===== src/design/fbpa_pkg.sv =====
package fbpa_pkg;

  localparam int ADDR_W = 4;

  localparam logic [1:0] REG_BASE  = 2'd0;
  localparam logic [1:0] REG_SIZE  = 2'd1;
  localparam logic [1:0] REG_COUNT = 2'd2;

  localparam logic FUNC_ALLOC = 1'b0;
  localparam logic FUNC_FREE  = 1'b1;

  localparam logic [2:0] STATUS_OK     = 3'd0;
  localparam logic [2:0] STATUS_FULL   = 3'd1;
  localparam logic [2:0] STATUS_RANGE  = 3'd2;
  localparam logic [2:0] STATUS_ALIGN  = 3'd3;
  localparam logic [2:0] STATUS_DOUBLE = 3'd4;

  typedef struct packed {
    logic        func;
    logic [31:0] address;
  } req_t;

  typedef struct packed {
    logic [2:0]  status;
    logic [31:0] block_address;
    logic [4:0]  slot_index;
    logic [5:0]  used_count;
  } rsp_t;

  typedef struct packed {
    logic [31:0] base_address;
    logic [12:0] element_size;
    logic [5:0]  slot_count;
  } cfg_t;

  typedef enum logic [2:0] {
    ST_IDLE,
    ST_SCAN,
    ST_RMUL,
    ST_RSUM,
    ST_RCHK,
    ST_DIV,
    ST_FREE,
    ST_DONE
  } state_t;

endpackage


===== src/design/fbpa_engine.sv =====
module fbpa_engine #(
  parameter int MAX_SLOTS = 32
) (
  input  logic          clk,
  input  logic          rst,
  input  logic          start,
  input  fbpa_pkg::req_t req,
  input  fbpa_pkg::cfg_t cfg,
  output logic          idle,
  output logic          res_valid,
  input  logic          res_take,
  output fbpa_pkg::rsp_t res
);

  localparam int IDX_W  = (MAX_SLOTS > 1) ? $clog2(MAX_SLOTS) : 1;
  localparam int CNT_W  = $clog2(MAX_SLOTS + 1);
  localparam int PROD_W = CNT_W + 13;
  localparam int OFS_W  = IDX_W + 13;
  localparam int DVS_W  = IDX_W + 12;
  localparam int STEP_W = $clog2(IDX_W + 1);

  fbpa_pkg::state_t state, state_next;

  logic [MAX_SLOTS-1:0] used, used_next;
  logic [5:0]           total, total_next;
  logic [31:0]          addr_r, addr_next;
  logic [CNT_W-1:0]     cnt, cnt_next;
  logic [31:0]          acc, acc_next;
  logic [PROD_W-1:0]    prod, prod_next;
  logic [32:0]          end_r, end_next;
  logic [OFS_W-1:0]     rem, rem_next;
  logic [DVS_W-1:0]     dvs, dvs_next;
  logic [IDX_W-1:0]     q, q_next;
  logic [STEP_W-1:0]    step, step_next;
  fbpa_pkg::rsp_t       res_r, res_next;

  logic [12:0]      size_eff;
  logic [CNT_W-1:0] cap;

  // Shared add/subtract unit; bit 33 is the borrow of a subtraction.
  logic [32:0] unit_a, unit_b;
  logic        unit_sub;
  logic [33:0] unit_res;
  logic        unit_borrow;

  assign size_eff = (cfg.element_size == 13'd0) ? 13'd1 : cfg.element_size;

  always_comb begin
    if (32'(cfg.slot_count) > 32'(MAX_SLOTS)) begin
      cap = CNT_W'(MAX_SLOTS);
    end else begin
      cap = CNT_W'(cfg.slot_count);
    end
  end

  assign unit_res = unit_sub ? ({1'b0, unit_a} - {1'b0, unit_b})
                             : ({1'b0, unit_a} + {1'b0, unit_b});
  assign unit_borrow = unit_res[33];

  always_ff @(posedge clk) begin
    if (rst) begin
      state <= fbpa_pkg::ST_IDLE;
    end else begin
      state <= state_next;
    end
  end

  always_ff @(posedge clk) begin
    if (rst) begin
      used  <= '0;
      total <= '0;
    end else begin
      used  <= used_next;
      total <= total_next;
    end
    addr_r <= addr_next;
    cnt    <= cnt_next;
    acc    <= acc_next;
    prod   <= prod_next;
    end_r  <= end_next;
    rem    <= rem_next;
    dvs    <= dvs_next;
    q      <= q_next;
    step   <= step_next;
    res_r  <= res_next;
  end

  always_comb begin
    state_next = state;
    used_next  = used;
    total_next = total;
    addr_next  = addr_r;
    cnt_next   = cnt;
    acc_next   = acc;
    prod_next  = prod;
    end_next   = end_r;
    rem_next   = rem;
    dvs_next   = dvs;
    q_next     = q;
    step_next  = step;
    res_next   = res_r;
    unit_a     = '0;
    unit_b     = '0;
    unit_sub   = 1'b0;

    case (state)
      fbpa_pkg::ST_IDLE: begin
        if (start) begin
          addr_next = req.address;
          cnt_next  = '0;
          acc_next  = cfg.base_address;
          if (req.func == fbpa_pkg::FUNC_ALLOC) begin
            state_next = fbpa_pkg::ST_SCAN;
          end else begin
            state_next = fbpa_pkg::ST_RMUL;
          end
        end
      end

      // One slot per cycle; acc tracks base plus slot times size.
      fbpa_pkg::ST_SCAN: begin
        unit_a = {1'b0, acc};
        unit_b = 33'(size_eff);
        res_next.block_address = '0;
        res_next.slot_index    = '0;
        res_next.used_count    = total;
        if (cnt == cap) begin
          res_next.status = fbpa_pkg::STATUS_FULL;
          state_next      = fbpa_pkg::ST_DONE;
        end else if (!used[cnt[IDX_W-1:0]]) begin
          used_next[cnt[IDX_W-1:0]] = 1'b1;
          total_next             = total + 6'd1;
          res_next.status        = fbpa_pkg::STATUS_OK;
          res_next.block_address = acc;
          res_next.slot_index    = 5'(cnt[IDX_W-1:0]);
          res_next.used_count    = total + 6'd1;
          state_next             = fbpa_pkg::ST_DONE;
        end else begin
          cnt_next = cnt + CNT_W'(1);
          acc_next = unit_res[31:0];
        end
      end

      fbpa_pkg::ST_RMUL: begin
        prod_next  = PROD_W'(cap) * PROD_W'(size_eff);
        state_next = fbpa_pkg::ST_RSUM;
      end

      // Pool end is kept to 33 bits so that it never wraps.
      fbpa_pkg::ST_RSUM: begin
        unit_a     = {1'b0, cfg.base_address};
        unit_b     = 33'(prod);
        end_next   = unit_res[32:0];
        state_next = fbpa_pkg::ST_RCHK;
      end

      fbpa_pkg::ST_RCHK: begin
        unit_a   = {1'b0, addr_r};
        unit_b   = {1'b0, cfg.base_address};
        unit_sub = 1'b1;
        if (unit_borrow || ({1'b0, addr_r} >= end_r)) begin
          res_next.status        = fbpa_pkg::STATUS_RANGE;
          res_next.block_address = '0;
          res_next.slot_index    = '0;
          res_next.used_count    = total;
          state_next             = fbpa_pkg::ST_DONE;
        end else begin
          rem_next   = unit_res[OFS_W-1:0];
          dvs_next   = DVS_W'(size_eff) << (IDX_W - 1);
          q_next     = '0;
          step_next  = STEP_W'(IDX_W - 1);
          state_next = fbpa_pkg::ST_DIV;
        end
      end

      // Restoring division, one quotient bit per cycle. The offset is below
      // the pool span, so the quotient always fits the slot index.
      fbpa_pkg::ST_DIV: begin
        unit_a   = 33'(rem);
        unit_b   = 33'(dvs);
        unit_sub = 1'b1;
        if (!unit_borrow) begin
          rem_next = unit_res[OFS_W-1:0];
        end
        q_next   = (q << 1) | IDX_W'(!unit_borrow);
        dvs_next = dvs >> 1;
        if (step == '0) begin
          state_next = fbpa_pkg::ST_FREE;
        end else begin
          step_next = step - STEP_W'(1);
        end
      end

      fbpa_pkg::ST_FREE: begin
        res_next.block_address = '0;
        res_next.slot_index    = '0;
        res_next.used_count    = total;
        if (rem != '0) begin
          res_next.status = fbpa_pkg::STATUS_ALIGN;
        end else if (!used[q]) begin
          res_next.status = fbpa_pkg::STATUS_DOUBLE;
        end else begin
          used_next[q]           = 1'b0;
          total_next             = total - 6'd1;
          res_next.status        = fbpa_pkg::STATUS_OK;
          res_next.block_address = addr_r;
          res_next.slot_index    = 5'(q);
          res_next.used_count    = total - 6'd1;
        end
        state_next = fbpa_pkg::ST_DONE;
      end

      fbpa_pkg::ST_DONE: begin
        if (res_take) begin
          state_next = fbpa_pkg::ST_IDLE;
        end
      end

      default: begin
        state_next = fbpa_pkg::ST_IDLE;
      end
    endcase
  end

  assign idle      = (state == fbpa_pkg::ST_IDLE);
  assign res_valid = (state == fbpa_pkg::ST_DONE);
  assign res       = res_r;

endmodule


===== src/design/fixed_block_pool_allocator_unit.sv =====
// Fixed-size block pool allocator.
// Requests arrive on req_valid/req_ready with req_data (func, address); one
// response per request leaves on rsp_valid/rsp_ready with rsp_data.
// An allocate request scans the usage bitmap one slot per cycle from slot 0
// and returns base plus slot times element size, or a full status when no
// active slot is free. A free request computes the pool end, checks the
// range, then divides the offset by the element size one quotient bit per
// cycle; an address out of range is answered after the range check, without
// the division. Adds and subtracts share one 33-bit unit, and one request is
// worked on at a time: req_ready is high only while the sequencer is idle.
// Responses sit in an output register, so a stalled receiver does not block
// the next request; the sequencer waits only when that register still holds
// an untaken response. The user must write base address, element size and
// slot count over the APB port only while no request is in flight; the block
// itself does not enforce this.
// Reset clears the bitmap and the used count, loads base 0, element size 1
// and slot count 32, and leaves the output empty.
module fixed_block_pool_allocator_unit #(
  parameter int MAX_SLOTS = 32
) (
  input  logic                          clk,
  input  logic                          rst,
  input  logic                          req_valid,
  output logic                          req_ready,
  input  fbpa_pkg::req_t                req_data,
  output logic                          rsp_valid,
  input  logic                          rsp_ready,
  output fbpa_pkg::rsp_t                rsp_data,
  input  logic                          psel,
  input  logic                          penable,
  input  logic                          pwrite,
  input  logic [fbpa_pkg::ADDR_W-1:0]   paddr,
  input  logic [31:0]                   pwdata,
  output logic [31:0]                   prdata,
  output logic                          pready
);

  fbpa_pkg::cfg_t cfg;
  logic           cfg_wr;
  logic [1:0]     reg_idx;

  logic           eng_idle;
  logic           eng_valid;
  logic           out_take;
  fbpa_pkg::rsp_t eng_res;

  logic           rsp_valid_r;
  fbpa_pkg::rsp_t rsp_r;

  assign pready  = 1'b1;
  assign cfg_wr  = psel && penable && pwrite && pready;
  assign reg_idx = paddr[3:2];

  always_ff @(posedge clk) begin
    if (rst) begin
      cfg.base_address <= 32'd0;
      cfg.element_size <= 13'd1;
      cfg.slot_count   <= 6'd32;
    end else if (cfg_wr) begin
      case (reg_idx)
        fbpa_pkg::REG_BASE:  cfg.base_address <= pwdata;
        fbpa_pkg::REG_SIZE:  cfg.element_size <= pwdata[12:0];
        fbpa_pkg::REG_COUNT: cfg.slot_count   <= pwdata[5:0];
        default: begin
        end
      endcase
    end
  end

  always_comb begin
    case (reg_idx)
      fbpa_pkg::REG_BASE:  prdata = cfg.base_address;
      fbpa_pkg::REG_SIZE:  prdata = 32'(cfg.element_size);
      fbpa_pkg::REG_COUNT: prdata = 32'(cfg.slot_count);
      default:             prdata = 32'd0;
    endcase
  end

  fbpa_engine #(
    .MAX_SLOTS(MAX_SLOTS)
  ) u_engine (
    .clk      (clk),
    .rst      (rst),
    .start    (req_valid && req_ready),
    .req      (req_data),
    .cfg      (cfg),
    .idle     (eng_idle),
    .res_valid(eng_valid),
    .res_take (out_take),
    .res      (eng_res)
  );

  assign req_ready = eng_idle;
  assign out_take  = !rsp_valid_r || rsp_ready;

  always_ff @(posedge clk) begin
    if (rst) begin
      rsp_valid_r <= 1'b0;
    end else if (eng_valid && out_take) begin
      rsp_valid_r <= 1'b1;
    end else if (rsp_ready) begin
      rsp_valid_r <= 1'b0;
    end
    if (eng_valid && out_take) begin
      rsp_r <= eng_res;
    end
  end

  assign rsp_valid = rsp_valid_r;
  assign rsp_data  = rsp_r;

  // A failed request never reports an address or a slot.
  a_err_zero: assert property (@(posedge clk) disable iff (rst)
    rsp_valid && (rsp_data.status != fbpa_pkg::STATUS_OK) |->
      (rsp_data.block_address == 32'd0) && (rsp_data.slot_index == 5'd0))
    else $error("error response carries an address or slot");

  // One request at a time: the sequencer leaves idle right after accepting.
  a_busy: assert property (@(posedge clk) disable iff (rst)
    req_valid && req_ready |=> !req_ready)
    else $error("request accepted while sequencer busy");

  a_status: assert property (@(posedge clk) disable iff (rst)
    rsp_valid |-> (rsp_data.status == fbpa_pkg::STATUS_OK) ||
                  (rsp_data.status == fbpa_pkg::STATUS_FULL) ||
                  (rsp_data.status == fbpa_pkg::STATUS_RANGE) ||
                  (rsp_data.status == fbpa_pkg::STATUS_ALIGN) ||
                  (rsp_data.status == fbpa_pkg::STATUS_DOUBLE))
    else $error("undefined status code");

  // A full pool hands out no slot.
  a_alloc_count: assert property (@(posedge clk) disable iff (rst)
    eng_valid && out_take && (eng_res.status == fbpa_pkg::STATUS_FULL) |->
      (eng_res.slot_index == 5'd0))
    else $error("full response carries a slot");

endmodule

===== config.mk =====
export PLATFORM = sky130hd
export DESIGN_NAME = fixed_block_pool_allocator_unit
export DESIGN_NICKNAME = d
export VERILOG_FILES = /design/src/design/fbpa_pkg.sv /design/src/design/fbpa_engine.sv /design/src/design/fixed_block_pool_allocator_unit.sv
export SDC_FILE = /design/constraint.sdc
export NUM_CORES = 1
export LEC_CHECK = 0
export BUFFER_PORTS_ARGS = -buffer_cell sky130_fd_sc_hd__buf_2
export CORE_UTILIZATION = 55
export CTS_BUF_LIST = sky130_fd_sc_hd__clkbuf_8 sky130_fd_sc_hd__clkbuf_16
export CTS_CLUSTER_SIZE = 16
export DETAILED_ROUTE_END_ITERATION = 10
export PLACE_DENSITY = 0.84
export SLEW_MARGIN = 20
export SYNTH_ARGS = -nofsm -noshare
export SYNTH_HDL_FRONTEND = slang
export SYNTH_SLANG_ARGS = --single-unit

===== constraint.sdc =====
create_clock -name clk -period 12.04 [get_ports clk]
set_input_delay 0.602 -clock clk [delete_from_list [all_inputs] [get_ports clk]]
set_output_delay 0.602 -clock clk [all_outputs]
set_load 0.005 [all_outputs]

==> summary.md, run 1 <==
| Metric | Value |
|---|---|
| Status | `finished clean` |
| Post-DP Area | `0.0228 mm2` |
| Synth top area cells | `edfxtp_1 35%, dfxtp_1 8.5%, ha_1 7.5%, nand2_1 6.1%, fa_1 4.3%` |
| Main synth FF type | `edfxtp_1` |
| Max VDD drop | `0.130 mV` |
| Setup WS pre-CTS | `4.99 ns` |
| Vias/cell | `6.14` |
| Setup violators final | `0` |
| Vias in the first global route | `16,800` |
| Die Footprint | `0.0405 mm2` |
| Critical path's slowest cell | `a21o_1` |
| Final worst-path cycle share | `roughly 57%` |
| Initial Util | `56.1%` |
| Syn Area/Cell | `9.87 um2` |
| Post-Synth XOR/XNOR Area | `under 10%` |
| Antenna Nets Post-Route | `0` |
| CP required | `12.20 ns` |
| Mux cell area share after synthesis | `6.39%` |
| Final setup margin | `~5.1 ns` |
| Global-route wire length before repair | `92,900 um` |
| Routed wire per std cell | `between 20 and 25 um` |
| Pins Over Slew Limit | `0` |
| Worst r2r src | `u_engine.state[1]$_SDFFE_PP0P_` |
| Final nets | `2,538` |
| Post-synth top area cell | `edfxtp_1` |
| Unique masters post-synth | `86` |
| Critical Path Source | `u_engine.state[1]$_SDFFE_PP0P_` |
| Syn nets | `between 2,000 and 2,500` |
| Ys Warns | `0` |
| Area of the multi-input gates | `roughly 0.011 mm2` |
| Logic gate share of total power | `between 40% and 50%` |
| Compound-cell area share of the yosys netlist | `approximately 14%` |
| Leak | `10.1 nW` |
| Post-DP HPWL | `42,900 um` |
| Crit path kind | `register to register` |
| Insertion delay of the later-clocked pin in the worst-skew pair | `roughly 0.54 ns` |
| Clk Tree Root Cell | `clkbuf_16` |
| Syn-to-layout area delta | `10.5%` |
| DR pass1 iterations | `6` |
| Number of flops mapped to enable cells by yosys | `257` |
| Synth Area in Simple Gates | `15.0%` |
| DRC viols | `0` |
| CTS tree | `built` |
| Cts hold-fix bufs | `0` |
| Clk sinks | `350` |
| Met3 Use GR | `4.37%` |
| Largest net degree at the start of global routing | `65` |
| Hold/Removal Path Class | `primary input to register` |
| Yosys reg bits | `350` |
| Post-cts resize count | `0` |
| Hold WS | `0.235 ns` |
| Initial antenna violation count | `0` |
| Max Cap Viol | `0` |
| Netlist Area Pre-Place | `0.0218 mm2` |
| Routability cong. | `0.959` |
| Core Util, Final | `62.0%` |
| P_sw | `2.19 mW` |
| Clk_skew | `0.0133 ns` |
| Crit Path Max Fanout | `59` |
| RSZ-0062 raised after global routing | `no` |
| Sequential Power Share | `a little over a third` |
| Delay-heaviest family, CP | `compound AO/OA/AOI/OAI gates` |
| Largest family of logic cells by synthesized area | `simple AND/OR/NAND/NOR gates` |
| Die height | `201 um` |
| Met2 Resource Use GR | `45.8%` |
| Die W | `between 200 and 250 um` |
| CP Cell Sequence | `buf_4, inv_1, nand2_2, buf_4, nor2_1, buf_4, nand2_1, nand2_1, a221oi_1, ha_1, nand2_1, nor4_1, o21ai_1, a211oi_1, nor2_1, o31ai_1, a21bo_2, o311a_1, a21o_1` |
| CORE AREA | `0.0389 mm2` |
| CTS max path bufs | `3` |
| Vias | `17,400` |
| Finished Layout Cells | `around 2,800` |
| Power, Total | `5.43 mW` |
| Register area | `0.00958 mm2` |
| Switching share of total power | `between 40% and 50%` |
| Cell Count Post-Placement | `2,762` |
| Int Pwr | `3.24 mW` |
| Hold Crit Start | `req_data[24]` |
| Fillers | `3,110` |
| Site Rows | `72` |
| Routed WL | `slightly below 60,000 um` |
| GRT overflow | `0` |
| Setup_tns | `0 ns` |
| GRT Total Usage | `approximately 30%` |
| Reg clk slew, reported paths | `0.06 ns` |
| Slew margin rel. | `23.0%` |
| Least-Margin Pin Slew | `1.15 ns` |
| Most common cell in the synthesized netlist | `nand2_1` |
| Synth Area in Adders | `11.8%` |
| Top cell type's share of synthesized area | `35.4%` |
| Sequential-to-total area share from yosys stat | `a little over two fifths` |
| Worst Path Buf+Inv | `4` |
| Post-synth ARST share | `0%` |
| Worst Path Arrival | `just over 7 ns` |
| Inserted Clock Buffers | `38` |
| PwrDens | `225 mW/mm2` |
| Clock share of power | `roughly 22%` |
| Crit start category | `register` |
| Largest stage delay, worst path | `0.66 ns` |
| Port bufs | `153` |
| DR iter-0 viols | `2,017` |
| Fin. Hold Viols | `0` |
| Design Area, Final | `between 0.02 and 0.025 mm2` |
| GRT Max-Usage Layer | `met2` |
| Synthesized instance count | `2,211` |
| H-Tree Depth | `2` |
| Post-route minimum period | `6.90 ns` |
| I/O pins | `between 150 and 200` |
| Setup crit end kind | `register` |
| Met1 global-route usage | `approximately two fifths` |
| Fmax | `roughly 0.14 GHz` |
| Setup Buffers After CTS | `0` |
| Fraction of layout cells with a size suffix above 1 | `12.5%` |
| ANT cells | `0` |
| Post-synth top cells | `353 x nand2_1, 257 x edfxtp_1, 159 x inv_1` |
[cells by family (layout without fill, tap and decap cells)]
family | Yosys count | after routing
other | 1 | 1
buffers and inverters | 300 | 402
flip-flops | 350 | 350
multiplexers | 116 | 116
adder cells (fa/ha/maj) | 178 | 178
AND/OR/NAND/NOR | 718 | 718
AO/OA/AOI/OAI | 470 | 470
XOR/XNOR | 78 | 78
[power by group through the flow]
stage | Sequential [mW] | Clock, mW | Combinational [mW]
2_1_floorplan | 1.84 | 0 | 1.68
3_3_place_gp | 1.96 | 0 | 2.16
3_5_place_dp | 1.97 | 0 | 2.21
4_1_cts | 1.95 | 1.19 | 2.23
5_1_grt | 1.98 | 1.24 | 2.46
6_report | 1.96 | 1.18 | 2.28
[worst register-to-register path, cell delays in order (launching register included)]
cell and delay (ns):
dfxtp_2 0.31, buf_4 0.60, inv_1 0.43, nand2_2 0.22, buf_4 0.57, nor2_1 0.10, buf_4 0.24, nand2_1 0.16
nand2_1 0.07, a221oi_1 0.38, ha_1 0.38, nand2_1 0.13, nor4_1 0.45, o21ai_1 0.18, a211oi_1 0.28, nor2_1 0.10
o31ai_1 0.56, a21bo_2 0.29, o311a_1 0.42, a21o_1 0.66
[area by class of cell]
| type | count | share of cell area (%) |
|---|---|---|
| Timing Repair Buffer | 173 | 3.80 |
| Sequential cell | 350 | 39.7 |
| Clock buffer | 41 | 4.16 |
| Tap cell | 518 | 2.69 |
| Multi-Input combinational cell | 1561 | 46.0 |
| Clock inverter | 28 | 1.09 |
| Inverter | 160 | 2.49 |
[layer usage]
metal	share of wire, %	up-vias
li1	-	7961
met1	41	8375
met2	45	879
met3	9.8	165
met4	4.6	0
met5	0	-
[worst paths after layout]
kind	endpoint	slack, ns	cells after the start
max	u_engine.rem[2]$_DFFE_PP_	5.14	19
min	u_engine.addr_r[24]$_DFFE_PP_	0.23	1
max reg2reg	u_engine.rem[2]$_DFFE_PP_	5.14	19
min reg2reg	rsp_data[43]$_DFFE_PP_	0.41	0
[placed cells by master (no fill, tap or decap), drive strengths merged, types with 10 or more instances in the layout]
| cell | Yosys | layout |
|---|---|---|
| a211oi | 15 | 15 |
| a21o | 28 | 28 |
| a21oi | 138 | 138 |
| a221oi | 13 | 13 |
| a22o | 39 | 39 |
| a22oi | 11 | 11 |
| a31oi | 15 | 15 |
| and2 | 54 | 54 |
| and3 | 11 | 11 |
| buf | 48 | 173 |
| clkbuf | 92 | 41 |
| clkinv | 1 | 10 |
| dfxtp | 93 | 93 |
| edfxtp | 257 | 257 |
| fa | 47 | 47 |
| ha | 131 | 131 |
| inv | 159 | 173 |
| mux2i | 92 | 92 |
| mux4 | 17 | 17 |
| nand2 | 354 | 354 |
| nand2b | 19 | 19 |
| nand3 | 50 | 50 |
| nand4 | 13 | 13 |
| nor2 | 121 | 121 |
| nor2b | 31 | 31 |
| nor3 | 29 | 29 |
| nor4 | 11 | 11 |
| o21a | 10 | 10 |
| o21ai | 106 | 106 |
| o21bai | 11 | 11 |
| o22ai | 16 | 16 |
| o31ai | 12 | 12 |
| xnor2 | 57 | 57 |
| xor2 | 21 | 21 |
[flip-flops by register name, indices dropped and copies added, names as in the netlist]
signal / count
u_engine.acc: 32
rsp_data: 46
u_engine.q: 5
u_engine.addr_r: 32
u_engine.state: 3
u_engine.dvs: 17
u_engine.end_r: 33
u_engine.res: 46
cfg: 51
u_engine.cnt: 6
u_engine.step: 3
u_engine.rem: 18
u_engine.used: 32
u_engine.prod: 19
u_engine.total: 6
rsp_valid: 1
No activity file was read; power rests on OpenSTA's default activity.
==> run 2: changes to the inputs <==
PLACE_DENSITY = 0.87   (was 0.84)
clock period = 5.7 ns   (was 12.04 ns; I/O delays follow)
==> run 2 against run 1 <==
Effect of this change: fmax is 30% higher; first-iteration DRC count is 12% higher; critical endpoint is now u_engine.prod[17]$_DFFE_PP_; final cell count up 2.5%; sequential power grew 110%; critical path type unchanged; flip-flop and latch count is the same; worst hold slack got worse by 0.22 ns; design area increased by 2.3%; largest power group unchanged; critical path depth is 2 lower; sequential share of layout area down 0.90 points.
==> summary.md, run 2 (synthesis gave the netlist of run 1 again) <==
| Metric | Value |
|---|---|
| P_sw | `4.72 mW (was 2.19 mW)` |
| Routability cong. | `0.972 (was 0.959)` |
| DR pass1 iterations | `6 (unchanged)` |
| Crit Path Max Fanout | `11 (was 59)` |
| Worst r2r src | `cfg[18]$_SDFFE_PP0P_ (was u_engine.state[1]$_SDFFE_PP0P_)` |
| CTS max path bufs | `3 (unchanged)` |
| Delay-heaviest family, CP | `compound AO/OA/AOI/OAI gates (unchanged)` |
| GRT Total Usage | `30.4% (was 29.3%)` |
| Clk sinks | `350 (unchanged)` |
| Fin. Hold Viols | `0 (unchanged)` |
| Fmax | `0.188 GHz (was 0.145 GHz)` |
| Antenna Nets Post-Route | `0 (unchanged)` |
| Vias in the first global route | `17,300 (was 16,800)` |
| Largest register by flop count | `cfg (unchanged)` |
| Die Footprint | `0.0405 mm2 (unchanged)` |
| Max Cap Viol | `0 (unchanged)` |
| Top sig layer | `met5 (was met4)` |
| Largest net degree at the start of global routing | `65 (unchanged)` |
| I/O pins | `157 (unchanged)` |
| CP Cell Sequence | `nor4_1, a31oi_1, nand2b_1, fa_1, fa_1, fa_1, inv_1, ha_1, a21o_1, a21oi_1, o21bai_1, a21oi_1, o21ai_0, a41oi_1, o21bai_1, a21oi_1, xnor2_1 (was buf_4, inv_1, nand2_2, buf_4, nor2_1, buf_4, nand2_1, nand2_1, a221oi_1, ha_1, nand2_1, nor4_1, o21ai_1, a211oi_1, nor2_1, o31ai_1, a21bo_2, o311a_1, a21o_1)` |
| Clk Tree Root Cell | `clkbuf_16 (unchanged)` |
| Int Pwr | `6.75 mW (was 3.24 mW)` |
| Least-Margin Pin Slew | `1.11 ns (was 1.15 ns)` |
| M1 wire length | `24,900 um (was 24,100 um)` |
| Critical path's slowest cell | `dfxtp_1 (was a21o_1)` |
| Final nets | `2,613 (was 2,538)` |
| Largest stage delay, worst path | `0.63 ns (was 0.66 ns)` |
| Inserted Clock Buffers | `36 (was 38)` |
| Leak | `10.4 nW (was 10.1 nW)` |
| Max VDD drop | `0.354 mV (was 0.130 mV)` |
| Hold WS | `0.0158 ns (was 0.235 ns)` |
| Fraction of layout cells with a size suffix above 1 | `12.8% (was 12.5%)` |
| R2R setup slack | `0.38 ns (was 5.14 ns)` |
| Largest register FFs | `51 (unchanged)` |
| Routed wire per std cell | `21.3 um (was 21.0 um)` |
| Post-DP HPWL | `45,000 um (was 42,900 um)` |
| Hold endpoint | `cfg[35]$_SDFFE_PP0P_ (was u_engine.addr_r[24]$_DFFE_PP_)` |
| Most frequent cells in the layout | `352 x nand2_1, 257 x edfxtp_1, 171 x inv_1, 153 x buf_2, 137 x a21oi_1 (was 352 x nand2_1, 257 x edfxtp_1, 170 x inv_1, 153 x buf_2, 137 x a21oi_1)` |
| Syn-to-layout area delta | `13.1% (was 10.5%)` |
| CP required | `5.98 ns (was 12.20 ns)` |
| RSZ-0062 raised after global routing | `no (unchanged)` |
| H-Tree Depth | `2 (unchanged)` |
| Global-route wire length before repair | `96,600 um (was 92,900 um)` |
| CTS tree | `built (unchanged)` |
| Sequential Power Share | `36.0% (was 36.1%)` |
| Hold Crit Start | `pwdata[16] (was req_data[24])` |
| Post-DP Area | `0.0231 mm2 (was 0.0228 mm2)` |
| ANT cells | `0 (unchanged)` |
| Vias | `18,100 (was 17,400)` |
| Crit path kind | `register to register (unchanged)` |
| Port bufs | `153 (unchanged)` |
| Worst Path Arrival | `5.60 ns (was 7.07 ns)` |
| Setup WS pre-CTS | `0.429 ns (was 4.99 ns)` |
| Clock share of power | `19.7% (was 21.8%)` |
| Routed WL | `61,900 um (was 59,500 um)` |
| FF-to-FF End | `u_engine.prod[17]$_DFFE_PP_ (was u_engine.rem[2]$_DFFE_PP_)` |
| Die height | `201 um (unchanged)` |
| Setup Buffers After CTS | `0 (unchanged)` |
| PwrDens | `465 mW/mm2 (was 225 mW/mm2)` |
| Site Rows | `72 (unchanged)` |
| Worst hold path depth | `3 (was 1)` |
| Logic gate share of total power | `44.3% (was 42.0%)` |
| Clk_skew | `0.0137 ns (was 0.0133 ns)` |
| Setup violators final | `0 (unchanged)` |
| Design Area, Final | `0.0247 mm2 (was 0.0241 mm2)` |
| Hold/Removal Path Class | `primary input to register (unchanged)` |
| Status | `finished clean (unchanged)` |
| Initial antenna violation count | `1 (was 0)` |
| Worst Path Buf+Inv | `1 (was 4)` |
| DR iter-0 viols | `2,264 (was 2,017)` |
| Vias/cell | `6.24 (was 6.14)` |
| Met2 wire len | `27,300 um (was 26,800 um)` |
| DRC viols | `0 (unchanged)` |
| CORE AREA | `0.0389 mm2 (unchanged)` |
| Initial Util | `56.1% (unchanged)` |
| Final setup margin | `0.383 ns (was 5.14 ns)` |
| Setup_tns | `0 ns (unchanged)` |
| Switching share of total power | `41.2% (was 40.4%)` |
| Die W | `201 um (unchanged)` |
| Slew margin rel. | `26.2% (was 23.0%)` |
| Levels on crit path | `17 (was 19)` |
| Pins Over Slew Limit | `0 (unchanged)` |
| Setup crit end kind | `register (unchanged)` |
| Routed met3 length | `7030 um (was 5820 um)` |
| GRT overflow | `0 (unchanged)` |
| Reg clk slew, reported paths | `0.06 ns (about the same)` |
| Worst reg2reg path depth | `17 (was 19)` |
| Crit start category | `register (unchanged)` |
| Insertion delay of the later-clocked pin in the worst-skew pair | `0.53 ns (was 0.54 ns)` |
| Post-route minimum period | `5.32 ns (was 6.90 ns)` |
| Commonest non-fill, non-tap cell in the layout | `nand2_1 (unchanged)` |
| Final worst-path cycle share | `93.3% (was 57.3%)` |
[run 2: changes by cell type in the layout (fill, tap and decap cells not counted), moves of 2 or more]
cell,delta
nor2b_2,-2
buf_4,+27
dlygate4sd3_1,+48
nor2b_1,+2
bufinv_16,-4
inv_6,-2
[run 2: worst max path at each step]
stage | from | end
2_1_floorplan | u_engine.state[1]$_SDFFE_PP0P_ | u_engine.dvs[0]$_SDFFCE_PN0P_
3_3_place_gp | cfg[5]$_SDFFE_PP1P_ | u_engine.prod[17]$_DFFE_PP_
3_5_place_dp | cfg[5]$_SDFFE_PP1P_ | u_engine.prod[17]$_DFFE_PP_
4_1_cts | cfg[5]$_SDFFE_PP1P_ | u_engine.prod[17]$_DFFE_PP_
5_1_grt | cfg[5]$_SDFFE_PP1P_ | u_engine.prod[17]$_DFFE_PP_
6_report | cfg[18]$_SDFFE_PP0P_ | u_engine.prod[17]$_DFFE_PP_
[run 2: cell type report]
| type | instances | area (um2) |
|---|---|---|
| inverters | 160 | 601 |
| well taps | 518 | 648 |
| fillers | 2948 | 14200 |
| multi-input cells | 1561 | 11100 |
| repair buffers | 250 | 1630 |
| clock inverters | 24 | 133 |
| flip-flops and latches | 350 | 9580 |
| clock buffers | 40 | 990 |
[run 2: through the flow]
stage               util, %  instances  power (mW)
CTS                    63.4       2903        11.3
finish                 63.4       2903        11.5
detailed placement     59.3       2791        8.97
global placement       59.3       2791        8.81
floorplan                 -       2211        7.44
global route           63.4       2903        12.0
[run 2: routing by layer]
layer / vias to the layer above / track usage (%)
li1: 8099 / -
met1: 8711 / 42.5
met2: 1129 / 46.2
met3: 165 / 5.88
met4: 2 / 12.8
met5: - / 0
[run 2: power by group through the flow]
stage	Clock [mW]	Combinational, mW	Sequential (mW)
finish	2.26	5.08	4.13
global route	2.38	5.44	4.17
CTS	2.28	4.90	4.11
detailed placement	0	4.82	4.15
global placement	0	4.70	4.11
floorplan	0	3.56	3.88
[run 2: worst min-delay path: stages]
cell	delay, ns
buf_2	0.10
nand2_1	0.05
a21oi_1	0.05
[run 2: timing repair]
action | CTS | global route
hold endpoints to repair | 48 | 0
gates resized for setup | 0 | 1
setup endpoints to repair | 0 | 43
hold buffers | 48 | 0
